--- src/hw/rtl/mdt_pkg.sv ---
`default_nettype none

package mdt_pkg;

    // offsets stop growing here and later bytes are bad tokens
    localparam logic [16:0] MAX_DESC_LENGTH = 17'd65535;

    localparam logic [7:0] CH_LPAREN  = 8'h28;  // '('
    localparam logic [7:0] CH_RPAREN  = 8'h29;  // ')'
    localparam logic [7:0] CH_SEMI    = 8'h3B;  // ';'
    localparam logic [7:0] CH_CLASS   = 8'h4C;  // 'L'
    localparam logic [7:0] CH_ARRAY   = 8'h5B;  // '['
    localparam logic [7:0] VOID_TOKEN = 8'h56;  // 'V'

    localparam logic [3:0] KIND_CLASS = 4'd8;
    localparam logic [3:0] KIND_VOID  = 4'd9;
    localparam logic [7:0] SAT_MAX    = 8'd255;

    typedef enum logic [2:0] {
        PH_OPEN = 3'd0,
        PH_ARGS = 3'd1,
        PH_RET  = 3'd2,
        PH_DONE = 3'd3,
        PH_SKIP = 3'd4
    } phase_t;

    typedef enum logic [1:0] {
        IN_IDLE  = 2'd0,
        IN_ARRAY = 2'd1,
        IN_CLASS = 2'd2
    } inside_t;

    typedef enum logic [2:0] {
        ST_OK       = 3'd0,
        ST_NO_OPEN  = 3'd1,
        ST_NO_CLOSE = 3'd2,
        ST_BAD      = 3'd3,
        ST_UNTERM   = 3'd4
    } status_t;

    typedef struct packed {
        phase_t      phase;
        inside_t     in_type;
        logic [15:0] pos;
        logic [15:0] type_start;
        logic [7:0]  brackets;
        logic [7:0]  arg_count;
        status_t     sticky;
        logic [3:0]  return_kind;
    } state_t;

    localparam state_t STATE_RESET = '{
        phase:       PH_OPEN,
        in_type:     IN_IDLE,
        pos:         16'd0,
        type_start:  16'd0,
        brackets:    8'd0,
        arg_count:   8'd0,
        sticky:      ST_OK,
        return_kind: 4'd0
    };

    typedef struct packed {
        logic [3:0]  type_kind;
        logic [7:0]  array_depth;
        logic [15:0] start_offset;
        logic [15:0] type_length;
        logic [7:0]  argument_number;
        logic        is_return;
        status_t     status;
        logic        final_result;
    } result_t;

    // bit 3 set for a primitive letter, low bits give its code
    function automatic logic [3:0] prim_decode(input logic [7:0] c);
        logic [3:0] r;
        case (c)
            8'h42:   r = 4'b1000;  // B
            8'h43:   r = 4'b1001;  // C
            8'h44:   r = 4'b1010;  // D
            8'h46:   r = 4'b1011;  // F
            8'h49:   r = 4'b1100;  // I
            8'h4A:   r = 4'b1101;  // J
            8'h53:   r = 4'b1110;  // S
            8'h5A:   r = 4'b1111;  // Z
            default: r = 4'b0000;
        endcase
        return r;
    endfunction

endpackage

`default_nettype wire

--- src/hw/rtl/mdt_parse.sv ---
`default_nettype none

module mdt_parse (
    input  wire mdt_pkg::state_t  state,
    input  wire logic [7:0]       character,
    input  wire logic             end_of_string,
    output mdt_pkg::state_t       state_next,
    output logic                  res_valid,
    output mdt_pkg::result_t      res
);
    import mdt_pkg::*;

    logic       allow_void;
    logic       f_done;
    logic       f_bad;
    logic [3:0] f_kind;
    inside_t    f_inside;
    logic [15:0] f_start;
    logic [7:0] f_brk;
    logic [7:0] brk_base;
    logic [3:0] prim;
    logic       over;
    state_t     upd;
    status_t    fin_status;

    assign allow_void = (state.phase == PH_RET);
    assign prim       = prim_decode(character);
    assign over       = ({1'b0, state.pos} >= MAX_DESC_LENGTH);

    // one byte of a field or return type
    always_comb
    begin
        f_done   = 1'b0;
        f_bad    = 1'b0;
        f_kind   = 4'd0;
        f_inside = state.in_type;
        f_start  = state.type_start;
        f_brk    = state.brackets;
        brk_base = (state.in_type == IN_IDLE) ? 8'd0 : state.brackets;
        if (state.in_type == IN_CLASS)
        begin
            if (character == CH_SEMI)
            begin
                f_inside = IN_IDLE;
                f_done   = 1'b1;
                f_kind   = KIND_CLASS;
            end
        end
        else
        begin
            if (state.in_type == IN_IDLE)
            begin
                f_start = state.pos;
                f_brk   = 8'd0;
            end
            if (state.in_type == IN_IDLE && allow_void && character == VOID_TOKEN)
            begin
                f_done = 1'b1;
                f_kind = KIND_VOID;
            end
            else if (prim[3])
            begin
                f_inside = IN_IDLE;
                f_done   = 1'b1;
                f_kind   = {1'b0, prim[2:0]};
            end
            else if (character == CH_CLASS)
            begin
                f_inside = IN_CLASS;
            end
            else if (character == CH_ARRAY)
            begin
                f_inside = IN_ARRAY;
                f_brk    = (brk_base < SAT_MAX) ? brk_base + 8'd1 : brk_base;
            end
            else
            begin
                f_inside = IN_IDLE;
                f_bad    = 1'b1;
            end
        end
    end

    always_comb
    begin
        upd        = state;
        res_valid  = 1'b0;
        res        = '0;
        fin_status = ST_OK;
        if (over)
        begin
            if (upd.sticky == ST_OK)
                upd.sticky = ST_BAD;
            upd.phase   = PH_SKIP;
            upd.in_type = IN_IDLE;
        end
        else
        begin
            case (state.phase)
                PH_OPEN:
                begin
                    if (character == CH_LPAREN)
                        upd.phase = PH_ARGS;
                    else
                    begin
                        upd.sticky  = ST_NO_OPEN;
                        upd.phase   = PH_SKIP;
                        upd.in_type = IN_IDLE;
                    end
                end
                PH_ARGS:
                begin
                    if (character == CH_RPAREN)
                    begin
                        if (state.in_type == IN_IDLE)
                            upd.phase = PH_RET;
                        else
                        begin
                            if (upd.sticky == ST_OK)
                                upd.sticky = (state.in_type == IN_ARRAY) ? ST_BAD : ST_UNTERM;
                            upd.phase   = PH_SKIP;
                            upd.in_type = IN_IDLE;
                        end
                    end
                    else
                    begin
                        upd.in_type    = f_inside;
                        upd.type_start = f_start;
                        upd.brackets   = f_brk;
                        if (f_bad)
                        begin
                            if (upd.sticky == ST_OK)
                                upd.sticky = ST_BAD;
                            upd.phase   = PH_SKIP;
                            upd.in_type = IN_IDLE;
                        end
                        else if (f_done)
                        begin
                            if (!end_of_string)
                            begin
                                res_valid           = 1'b1;
                                res.type_kind       = f_kind;
                                res.array_depth     = f_brk;
                                res.start_offset    = f_start;
                                res.type_length     = state.pos - f_start + 16'd1;
                                res.argument_number = state.arg_count;
                            end
                            if (state.arg_count < SAT_MAX)
                                upd.arg_count = state.arg_count + 8'd1;
                        end
                    end
                end
                PH_RET:
                begin
                    upd.in_type    = f_inside;
                    upd.type_start = f_start;
                    upd.brackets   = f_brk;
                    if (f_bad)
                    begin
                        if (upd.sticky == ST_OK)
                            upd.sticky = ST_BAD;
                        upd.phase   = PH_SKIP;
                        upd.in_type = IN_IDLE;
                    end
                    else if (f_done)
                    begin
                        upd.return_kind = f_kind;
                        upd.phase       = PH_DONE;
                    end
                end
                PH_DONE:
                begin
                    if (upd.sticky == ST_OK)
                        upd.sticky = ST_BAD;
                    upd.phase   = PH_SKIP;
                    upd.in_type = IN_IDLE;
                end
                default:
                begin
                    // skipping to the flagged byte after an error
                end
            endcase
            if (!end_of_string)
                upd.pos = state.pos + 16'd1;
        end

        if (end_of_string)
        begin
            fin_status = upd.sticky;
            if (fin_status == ST_OK)
            begin
                if (upd.phase == PH_ARGS)
                    fin_status = ST_NO_CLOSE;
                else if (upd.phase == PH_RET)
                    fin_status = (upd.in_type == IN_CLASS) ? ST_UNTERM : ST_BAD;
                else if (upd.phase != PH_DONE)
                    fin_status = ST_BAD;
            end
            res       = '0;
            res_valid = 1'b1;
            if (fin_status == ST_OK)
            begin
                res.type_kind    = upd.return_kind;
                res.array_depth  = upd.brackets;
                res.start_offset = upd.type_start;
                res.type_length  = state.pos - upd.type_start + 16'd1;
            end
            res.argument_number = upd.arg_count;
            res.is_return       = 1'b1;
            res.status          = fin_status;
            res.final_result    = 1'b1;
            state_next          = STATE_RESET;
        end
        else
        begin
            state_next = upd;
        end
    end

endmodule

`default_nettype wire

--- src/hw/rtl/mdt_outbuf.sv ---
`default_nettype none

module mdt_outbuf (
    input  wire logic             clk,
    input  wire logic             rst_n,
    input  wire logic             push,
    input  wire mdt_pkg::result_t push_data,
    output logic                  push_ready,
    output logic                  out_valid,
    input  wire logic             out_ready,
    output mdt_pkg::result_t      out_data
);
    import mdt_pkg::*;

    logic    out_valid_reg;
    logic    skid_valid_reg;
    result_t out_data_reg;
    result_t skid_data_reg;

    assign push_ready = !skid_valid_reg;
    assign out_valid  = out_valid_reg;
    assign out_data   = out_data_reg;

    always_ff @(posedge clk or negedge rst_n)
    begin
        if (!rst_n)
        begin
            out_valid_reg  <= 1'b0;
            skid_valid_reg <= 1'b0;
        end
        else if (out_ready || !out_valid_reg)
        begin
            if (skid_valid_reg)
            begin
                out_valid_reg  <= 1'b1;
                skid_valid_reg <= 1'b0;
            end
            else
                out_valid_reg <= push;
        end
        else if (push)
            skid_valid_reg <= 1'b1;
    end

    always_ff @(posedge clk)
    begin
        if (out_ready || !out_valid_reg)
        begin
            if (skid_valid_reg)
                out_data_reg <= skid_data_reg;
            else if (push)
                out_data_reg <= push_data;
        end
        else if (push)
            skid_data_reg <= push_data;
    end

endmodule

`default_nettype wire

--- src/hw/rtl/method_descriptor_tokenizer.sv ---
`default_nettype none
// channel  | dir | handshake          | payload
// ---------+-----+--------------------+------------------------------------------
// s_*      | in  | s_tvalid/s_tready  | descriptor byte, tlast = end of string
// m_*      | out | m_tvalid/m_tready  | one argument or return type per request
//
// one byte per cycle while s_tready is high; each byte is classified and the parse state
// updated by a single pass of logic between the state register and the result
// buffer, so one request can follow another on every clock edge
// a two-entry output buffer keeps the input open for one more request while a
// result waits; s_tready drops only when both entries are full
// rst_n is asynchronous; it returns the parser to expecting '(' at offset zero
// the flagged last byte always yields the final result and clears the parser

module method_descriptor_tokenizer (
    input  wire logic        clk,
    input  wire logic        rst_n,
    input  wire logic        s_tvalid,
    output logic             s_tready,
    input  wire logic [7:0]  s_tdata,   // [7:0] character
    input  wire logic        s_tlast,   // end_of_string
    output logic             m_tvalid,
    input  wire logic        m_tready,
    // [3:0] type_kind, [11:4] array_depth, [27:12] start_offset,
    // [43:28] type_length, [51:44] argument_number, [54:52] status, [55] zero
    output logic [55:0]      m_tdata,
    output logic             m_tuser,   // is_return
    output logic             m_tlast    // final_result
);
    import mdt_pkg::*;

    state_t  state_reg;
    state_t  state_next;
    logic    res_valid;
    result_t res;
    result_t out_res;
    logic    in_fire;

    assign in_fire = s_tvalid && s_tready;

    // per-byte classification and next parse state
    mdt_parse u_parse (
        .state         (state_reg),
        .character     (s_tdata),
        .end_of_string (s_tlast),
        .state_next    (state_next),
        .res_valid     (res_valid),
        .res           (res)
    );

    always_ff @(posedge clk or negedge rst_n)
    begin
        if (!rst_n)
            state_reg <= STATE_RESET;
        else if (in_fire)
            state_reg <= state_next;
    end

    // result register plus skid entry
    mdt_outbuf u_outbuf (
        .clk        (clk),
        .rst_n      (rst_n),
        .push       (in_fire && res_valid),
        .push_data  (res),
        .push_ready (s_tready),
        .out_valid  (m_tvalid),
        .out_ready  (m_tready),
        .out_data   (out_res)
    );

    assign m_tdata = {1'b0, out_res.status, out_res.argument_number, out_res.type_length,
                      out_res.start_offset, out_res.array_depth, out_res.type_kind};
    assign m_tuser = out_res.is_return;
    assign m_tlast = out_res.final_result;

`ifndef SYNTHESIS
    // skid entry only fills behind a stalled output entry
    assert property (@(posedge clk) disable iff (!rst_n)
        u_outbuf.skid_valid_reg |-> m_tvalid)
        else $error("skid entry valid while output empty");

    // argument results never carry an error status
    assert property (@(posedge clk) disable iff (!rst_n)
        (m_tvalid && !m_tlast) |-> (m_tdata[54:52] == ST_OK && !m_tuser))
        else $error("argument result with status or return flag");

    // the last byte of a descriptor sends the parser back to its start
    assert property (@(posedge clk) disable iff (!rst_n)
        (in_fire && s_tlast) |=> (state_reg.phase == PH_OPEN && state_reg.pos == 16'd0))
        else $error("parser not cleared after end of string");
`endif

endmodule

`default_nettype wire

--- config.mk ---
export PLATFORM = sky130hd
export DESIGN_NAME = method_descriptor_tokenizer
export DESIGN_NICKNAME = d
export VERILOG_FILES = /design/src/hw/rtl/mdt_pkg.sv /design/src/hw/rtl/mdt_parse.sv /design/src/hw/rtl/mdt_outbuf.sv /design/src/hw/rtl/method_descriptor_tokenizer.sv
export SDC_FILE = /design/constraint.sdc
export NUM_CORES = 1
export LEC_CHECK = 0
export BUFFER_PORTS_ARGS = -buffer_cell sky130_fd_sc_hd__buf_2
export CORE_UTILIZATION = 60
export DETAILED_ROUTE_END_ITERATION = 8
export PLACE_DENSITY = 0.82
export SYNTH_ARGS = -nofsm -noshare
export SYNTH_HDL_FRONTEND = slang
export SYNTH_SLANG_ARGS = --single-unit
--- constraint.sdc ---
create_clock -name clk -period 13 [get_ports clk]
set_input_delay 1.3 -clock clk [delete_from_list [all_inputs] [get_ports clk]]
set_output_delay 1.3 -clock clk [all_outputs]
set_load 0.005 [all_outputs]
Word-level counts from Yosys, hierarchy flattened
Index checks and enable logic that the tools add are counted.

Output and inout port bits: 60. Register bits after elaboration: 176. Input bits: 13. Word-level logic and storage cells: 164.

Reduce and logical (&&, ||, !) cells: 17. Eq/ne operators: 24. Bitwise operators: 1. Add/sub/neg operators: 7. Mux-type cells: 86. Magnitude comparators: 3.

Operators by type and width (number): two-way mux 52 bit (5); two-way mux 57 bit (3); equality test 8 x 7 -> 1 bit (second input constant) (11); two-way mux 8 bit (11); two-way mux 60 bit (1); two-way mux 3 bit (19); adder 16 x 1 -> 16 bit (second input constant) (3); two-way mux 16 bit (3); two-way mux 48 bit (1); one-hot mux 24 bit (2 select lines) (1); two-way mux 44 bit (1); two-way mux 32 bit (1); one-hot mux 4 bit (8 select lines) (1); subtractor 16 bit (2); two-way mux 4 bit (7); equality test 8 x 6 -> 1 bit (second input constant) (3); one-hot mux 5 bit (4 select lines) (1); two-way mux 1 bit (19); adder 8 x 1 -> 8 bit (second input constant) (2); greater-or-equal comparator 16 bit (second input constant) (1); < comparator 8 bit (second input constant) (2); two-way mux 2 bit (8); two-way mux 5 bit (3); logical NOT 3 bit (4); 14 further kinds (25).

Logic depth before layout (Yosys ltp)
Depth after elaboration: 21. Mapped depth: 23.

Cells and area by module
Synthesis repeated with hierarchy kept, for this count alone.

Cell total of the unflattened synthesis: 1024. Area, all modules: 11294.6 um^2.

Modules (own cells, without submodules): mdt_parse (area an instance 4565.6 um^2, sequential area each 0.0 um^2, instances 1, cells an instance 706); mdt_outbuf (area an instance 4235.3 um^2, sequential area each 3473.3 um^2, instances 1, cells an instance 188); method_descriptor_tokenizer (area an instance 2493.6 um^2, sequential area each 1501.4 um^2, instances 1, cells an instance 130).

Worst setup path after synthesis
Ideal clock, no wire load.

Kind: input to register. Start point: in s_tdata[3]. End point: reg u_outbuf.skid_data_reg[0] (netlist name), enable pin. Slack: 5.790 ns. Arrival time: 6.671 ns. Setup time: 0.539 ns. Cell stages on the path: 7. Cells stage by stage: clkbuf_1 or3b_1 o221ai_1 o211ai_1 a211oi_2 nor2_1 nor3_1.

Longest elaborated chain between the ends: 13. Elaborated cells on any way between the ends: 32. Those cells by class: eq/ne: 13; mux: 16; reduce/logical: 3.

Ends and longest elaborated chain: from (decl) (line method_descriptor_tokenizer.sv:20) `input wire logic [7:0] s_tdata,`; equality test 8 x 7 -> 1 bit (on tied branches) (line mdt_pkg.sv:77, mdt_parse.sv:71); one-hot mux 4 bit (8 select lines) or two-way mux 1 bit (tied branches) (line mdt_pkg.sv:77, mdt_parse.sv:71); two-way mux 1 bit (on tied branches) (line mdt_parse.sv:61, mdt_parse.sv:67); two-way mux 1 bit (on tied branches) (line mdt_parse.sv:56, mdt_parse.sv:61); two-way mux 1 bit (on tied branches) (line mdt_parse.sv:40, mdt_parse.sv:56); two-way mux 1 bit (on tied branches) (line mdt_parse.sv:137, mdt_parse.sv:40); two-way mux 1 bit (line mdt_parse.sv:130) `if (f_bad)`; two-way mux 1 bit * (line mdt_parse.sv:113) `if (character == CH_RPAREN)`; two-way mux 1 bit * (line mdt_parse.sv:99) `case (state.phase)`; two-way mux 1 bit * (line mdt_parse.sv:90) `if (over)`; two-way mux 1 bit * (line mdt_parse.sv:187) `if (end_of_string)`; logical AND 1 bit * (line method_descriptor_tokenizer.sv:63) `.push (in_fire && res_valid),`; AND reduction 2 bit (no line) *; to (signal assigned) (line mdt_outbuf.sv:55) `skid_data_reg <= push_data;`; to (decl) (line mdt_outbuf.sv:18) `result_t skid_data_reg;`.

Every way passes the cells marked *; elsewhere a longest branch is shown, timed or not. A chain may end at the register's enable or synchronous reset.

==> results <==
- The run finished with clean final reports.
- The number of unique standard cell types used by synthesis is 82.
- The count of hold-fix buffers inserted at cts is 0.
- The pin count of the biggest net entering global routing is 63.
- The final hold violation count is 0.
- The overall power after layout is 1320 uW.
- The placed wire-length estimate after detailed placement is 17200 um.
- The first global-routing pass estimated 40500 um of wire.
- On the final layout, the worst hold slack is 0.500 ns.
- Across the VDD grid, the largest voltage drop is 0.0927 mV.
- The overall track demand over capacity in global routing is 0.282.
- In the final design database the tool counted 1154 nets.
- The share of synthesized registers carrying an async set or reset is 0.353.
- Between clock sinks in the finished design, the worst skew comes to 0.00833 ns.
- The delay contributed by the slowest stage of the critical path is 0.55 ns.
- The count of cells in the finished layout, fillers not included, comes to 1316.
- The number of I/O port buffers is 71.
- 0 antenna diodes ended up in the layout.
- The number of H-tree branching levels is 4.
- The analysis attributes to cell leakage a power of 0.00448 uW.
- Data on the critical path is required at its endpoint by 13.19 ns.
- The floorplan row count is 48.
- The area of the core is 17500 um2.
- The post-synthesis instance total is 1034.
- The worst setup path is launched from an input pin.
- The die is 136 um wide.
- The number of DRC markers after the initial detailed-route iteration is 801.
- The maximum count of clock buffers along a single path is 2.
- Before antenna repair, the detailed router went through 5 iterations.
- The synthesized netlist net count is 1110.
- During I/O placement, the number of pins put on the boundary was 73.
- The most common cell after layout, fill and taps aside is edfxtp_1.
- Setup violations remaining at the end of the flow were counted as 0.
- From bottom edge to top edge, the die measures 136 um.
- Each instance of the synthesized netlist takes up on average 10.5 um2.
- Walking the worst path, the cells encountered are buf_2, nor4bb_1, a211o_1, nand2_1, nand2_1, buf_4, nor2_1, a21oi_1, inv_1, ha_1, inv_1, ha_1, fa_1, a211oi_1, o21a_1, nor3_1, nor2_1, a211o_1, o21ai_0, xnor2_1, o22ai_2, mux2_2.
- The clock reaches the later pin of the worst-skew pair after 0.44 ns.
- Once detail routing completed, the nets flagged for antenna violations numbered 0.
- After clock tree synthesis, the clock-pin slew on the worst setup and hold paths is 0.07 ns.
- The filler cell count is 1318.
- The number of flops mapped to enable cells by yosys is 112.
- The critical path is of the in2reg type.
- In this run the cell area of the synthesized design comes to 10800 um2.
- The buffer count from post-CTS setup fixing is 0.
- The worst setup path is captured at a register.
- The minimum clock period is 5.91 ns.
- The layout overhead on the synthesized area is 9.85%.
- For this block, the via count after detailed routing is 8516.
- The actual slew at the worst max-slew pin is 0.994 ns.
- For this configuration, the core starts out at a cell density of 0.619.
- STA puts the critical path data arrival time at 6.11 ns.
- The cell with the largest stage delay on the worst path is nor4bb_1.
- The via-per-instance ratio is 6.47.
- The die covers 18600 um2.
- The worst hold path belongs to the class reg2reg.
- The synthesized design contains 173 register bits.
- The master cell of the clock root buffer is clkbuf_16.
- The CTS tree is done.
- Setup repair after global routing left no endpoint under its margin.
- The share of post-route cells with drive strength above 1 is 0.209.
- Setup total negative slack on the finished layout was measured at 0 ns.
- The Yosys warning count is 0.
- In the final routed layout, each cell accounts on average for 19.2 um.
- After global routing the overflow that remains totals 0.
- Dividing the final minimum period by the clock period gives 0.455.
- Broken down by cell family, the worst path's largest delay share belongs to compound AO/OA/AOI/OAI gates.
- The tool flagged a number of max-cap violations equal to 0.
- The tree built by TritonCTS fans out to 173 sinks.
- The number of gates resized after CTS is 0.
- The clock buffer count from CTS is 17.
- The sequential fraction of the synthesis area is 0.452.
- The achievable clock frequency is 169 MHz.
- The worst pin sits at a relative slew slack of 0.337.
- The critical-path maximum fanout is 46.
- The placed instance count is 1284.
- The primary flip-flop cell chosen by synthesis mapping is edfxtp_1.
- For this run, design rule violations remaining after detail routing come to 0.
- The via count of the first global-routing pass is 7856.
- The routability-driven placement congestion ratio is 0.951.
- The top cell types in the final layout, fill and taps aside, are edfxtp_1, nand2_1, o21ai_0, buf_2, a21oi_1.
- The total routed wirelength is 25300 um.
- The max-slew violation count came to 0.
- Power spread over the standard cell area amounts to 111 nW/um2.
- The buffer and inverter count on the worst path is 4.
- The flip-flop count of the largest register, all copies and words added is 59.
- The initial antenna violation count is 0.
[tightest hold or removal path: stages (launching register included)]
cell	delay, ns
dfrtp_1	0.35
nand2_1	0.05
o21ai_0	0.06
[cells by family after synthesis]
kind of cell,Yosys count,synth area share
adder cells (fa/ha/maj),63,0.0743
other,1,0.000347
multiplexers,78,0.0783
buffers and inverters,86,0.0326
XOR/XNOR,36,0.0291
AO/OA/AOI/OAI,309,0.199
AND/OR/NAND/NOR,288,0.134
flip-flops,173,0.452
[cell type report]
class	instances	area, um2	share of cell area
timing repair buffer	85	460	0.0387
clock inverter	15	133	0.0112
multi-input combinational	775	5600	0.471
tap	225	282	0.0237
sequential	173	4890	0.412
clock buffer	17	425	0.0358
inverter	26	97.6	0.00821
[cell usage after synthesis (all sizes together) (17+ instances only)]
cell,count,area share
ha,61,0.071
buf,18,0.0090
o21ai,90,0.043
clkbuf,42,0.015
inv,26,0.0090
mux2,53,0.055
a21oi,71,0.034
xnor2,19,0.015
o22ai,38,0.041
dfrtp,61,0.14
nor3,24,0.011
mux2i,25,0.023
nand2,94,0.033
edfxtp,112,0.31
nor2,67,0.023
nand3,24,0.012
xor2,17,0.014
[per-stage QoR]
stage               setup slack, ns  area [um2]  utilization
detailed placement             6.77       11300        0.648
floorplan                      5.79       10800            -
global route                   6.71       11900        0.680
CTS                            7.19       11900        0.680
global placement               6.86       11300        0.648
finish                         7.09       11900        0.680
[report_power, final]
group          switching, uW  internal [uW]  leakage (uW)
Combinational            125           87.0       0.00233
Sequential              12.3            607       0.00188
Clock                    239            252      0.000271
Total                    376            946       0.00448
[path summary, 6_finish.rpt]
path / cells after the start / to / slack, ns / startpoint
max: 22 / u_outbuf.out_data[28] / 7.09 / s_tdata[3]
min: 2 / state_reg[3] / 0.50 / state_reg[3]
max reg2reg: 22 / u_outbuf.out_data[28] / 7.41 / state_reg[39]
min reg2reg: 2 / state_reg[3] / 0.50 / state_reg[3]
max in group asynchronous: 2 / state_reg[35] / 11.43 / rst_n
min in group asynchronous: 2 / state_reg[3] / 1.02 / rst_n
[routing by layer]
metal  routed length, um  GRT usage  vias to the layer above
li1                    -          -                     3985
met1               11700      0.408                     4167
met2               11600      0.429                      311
met3                1490     0.0492                       53
met4                 571     0.0914                        0
met5                   0          0                        -
Note: power is estimated with default switching activity, not from simulation.
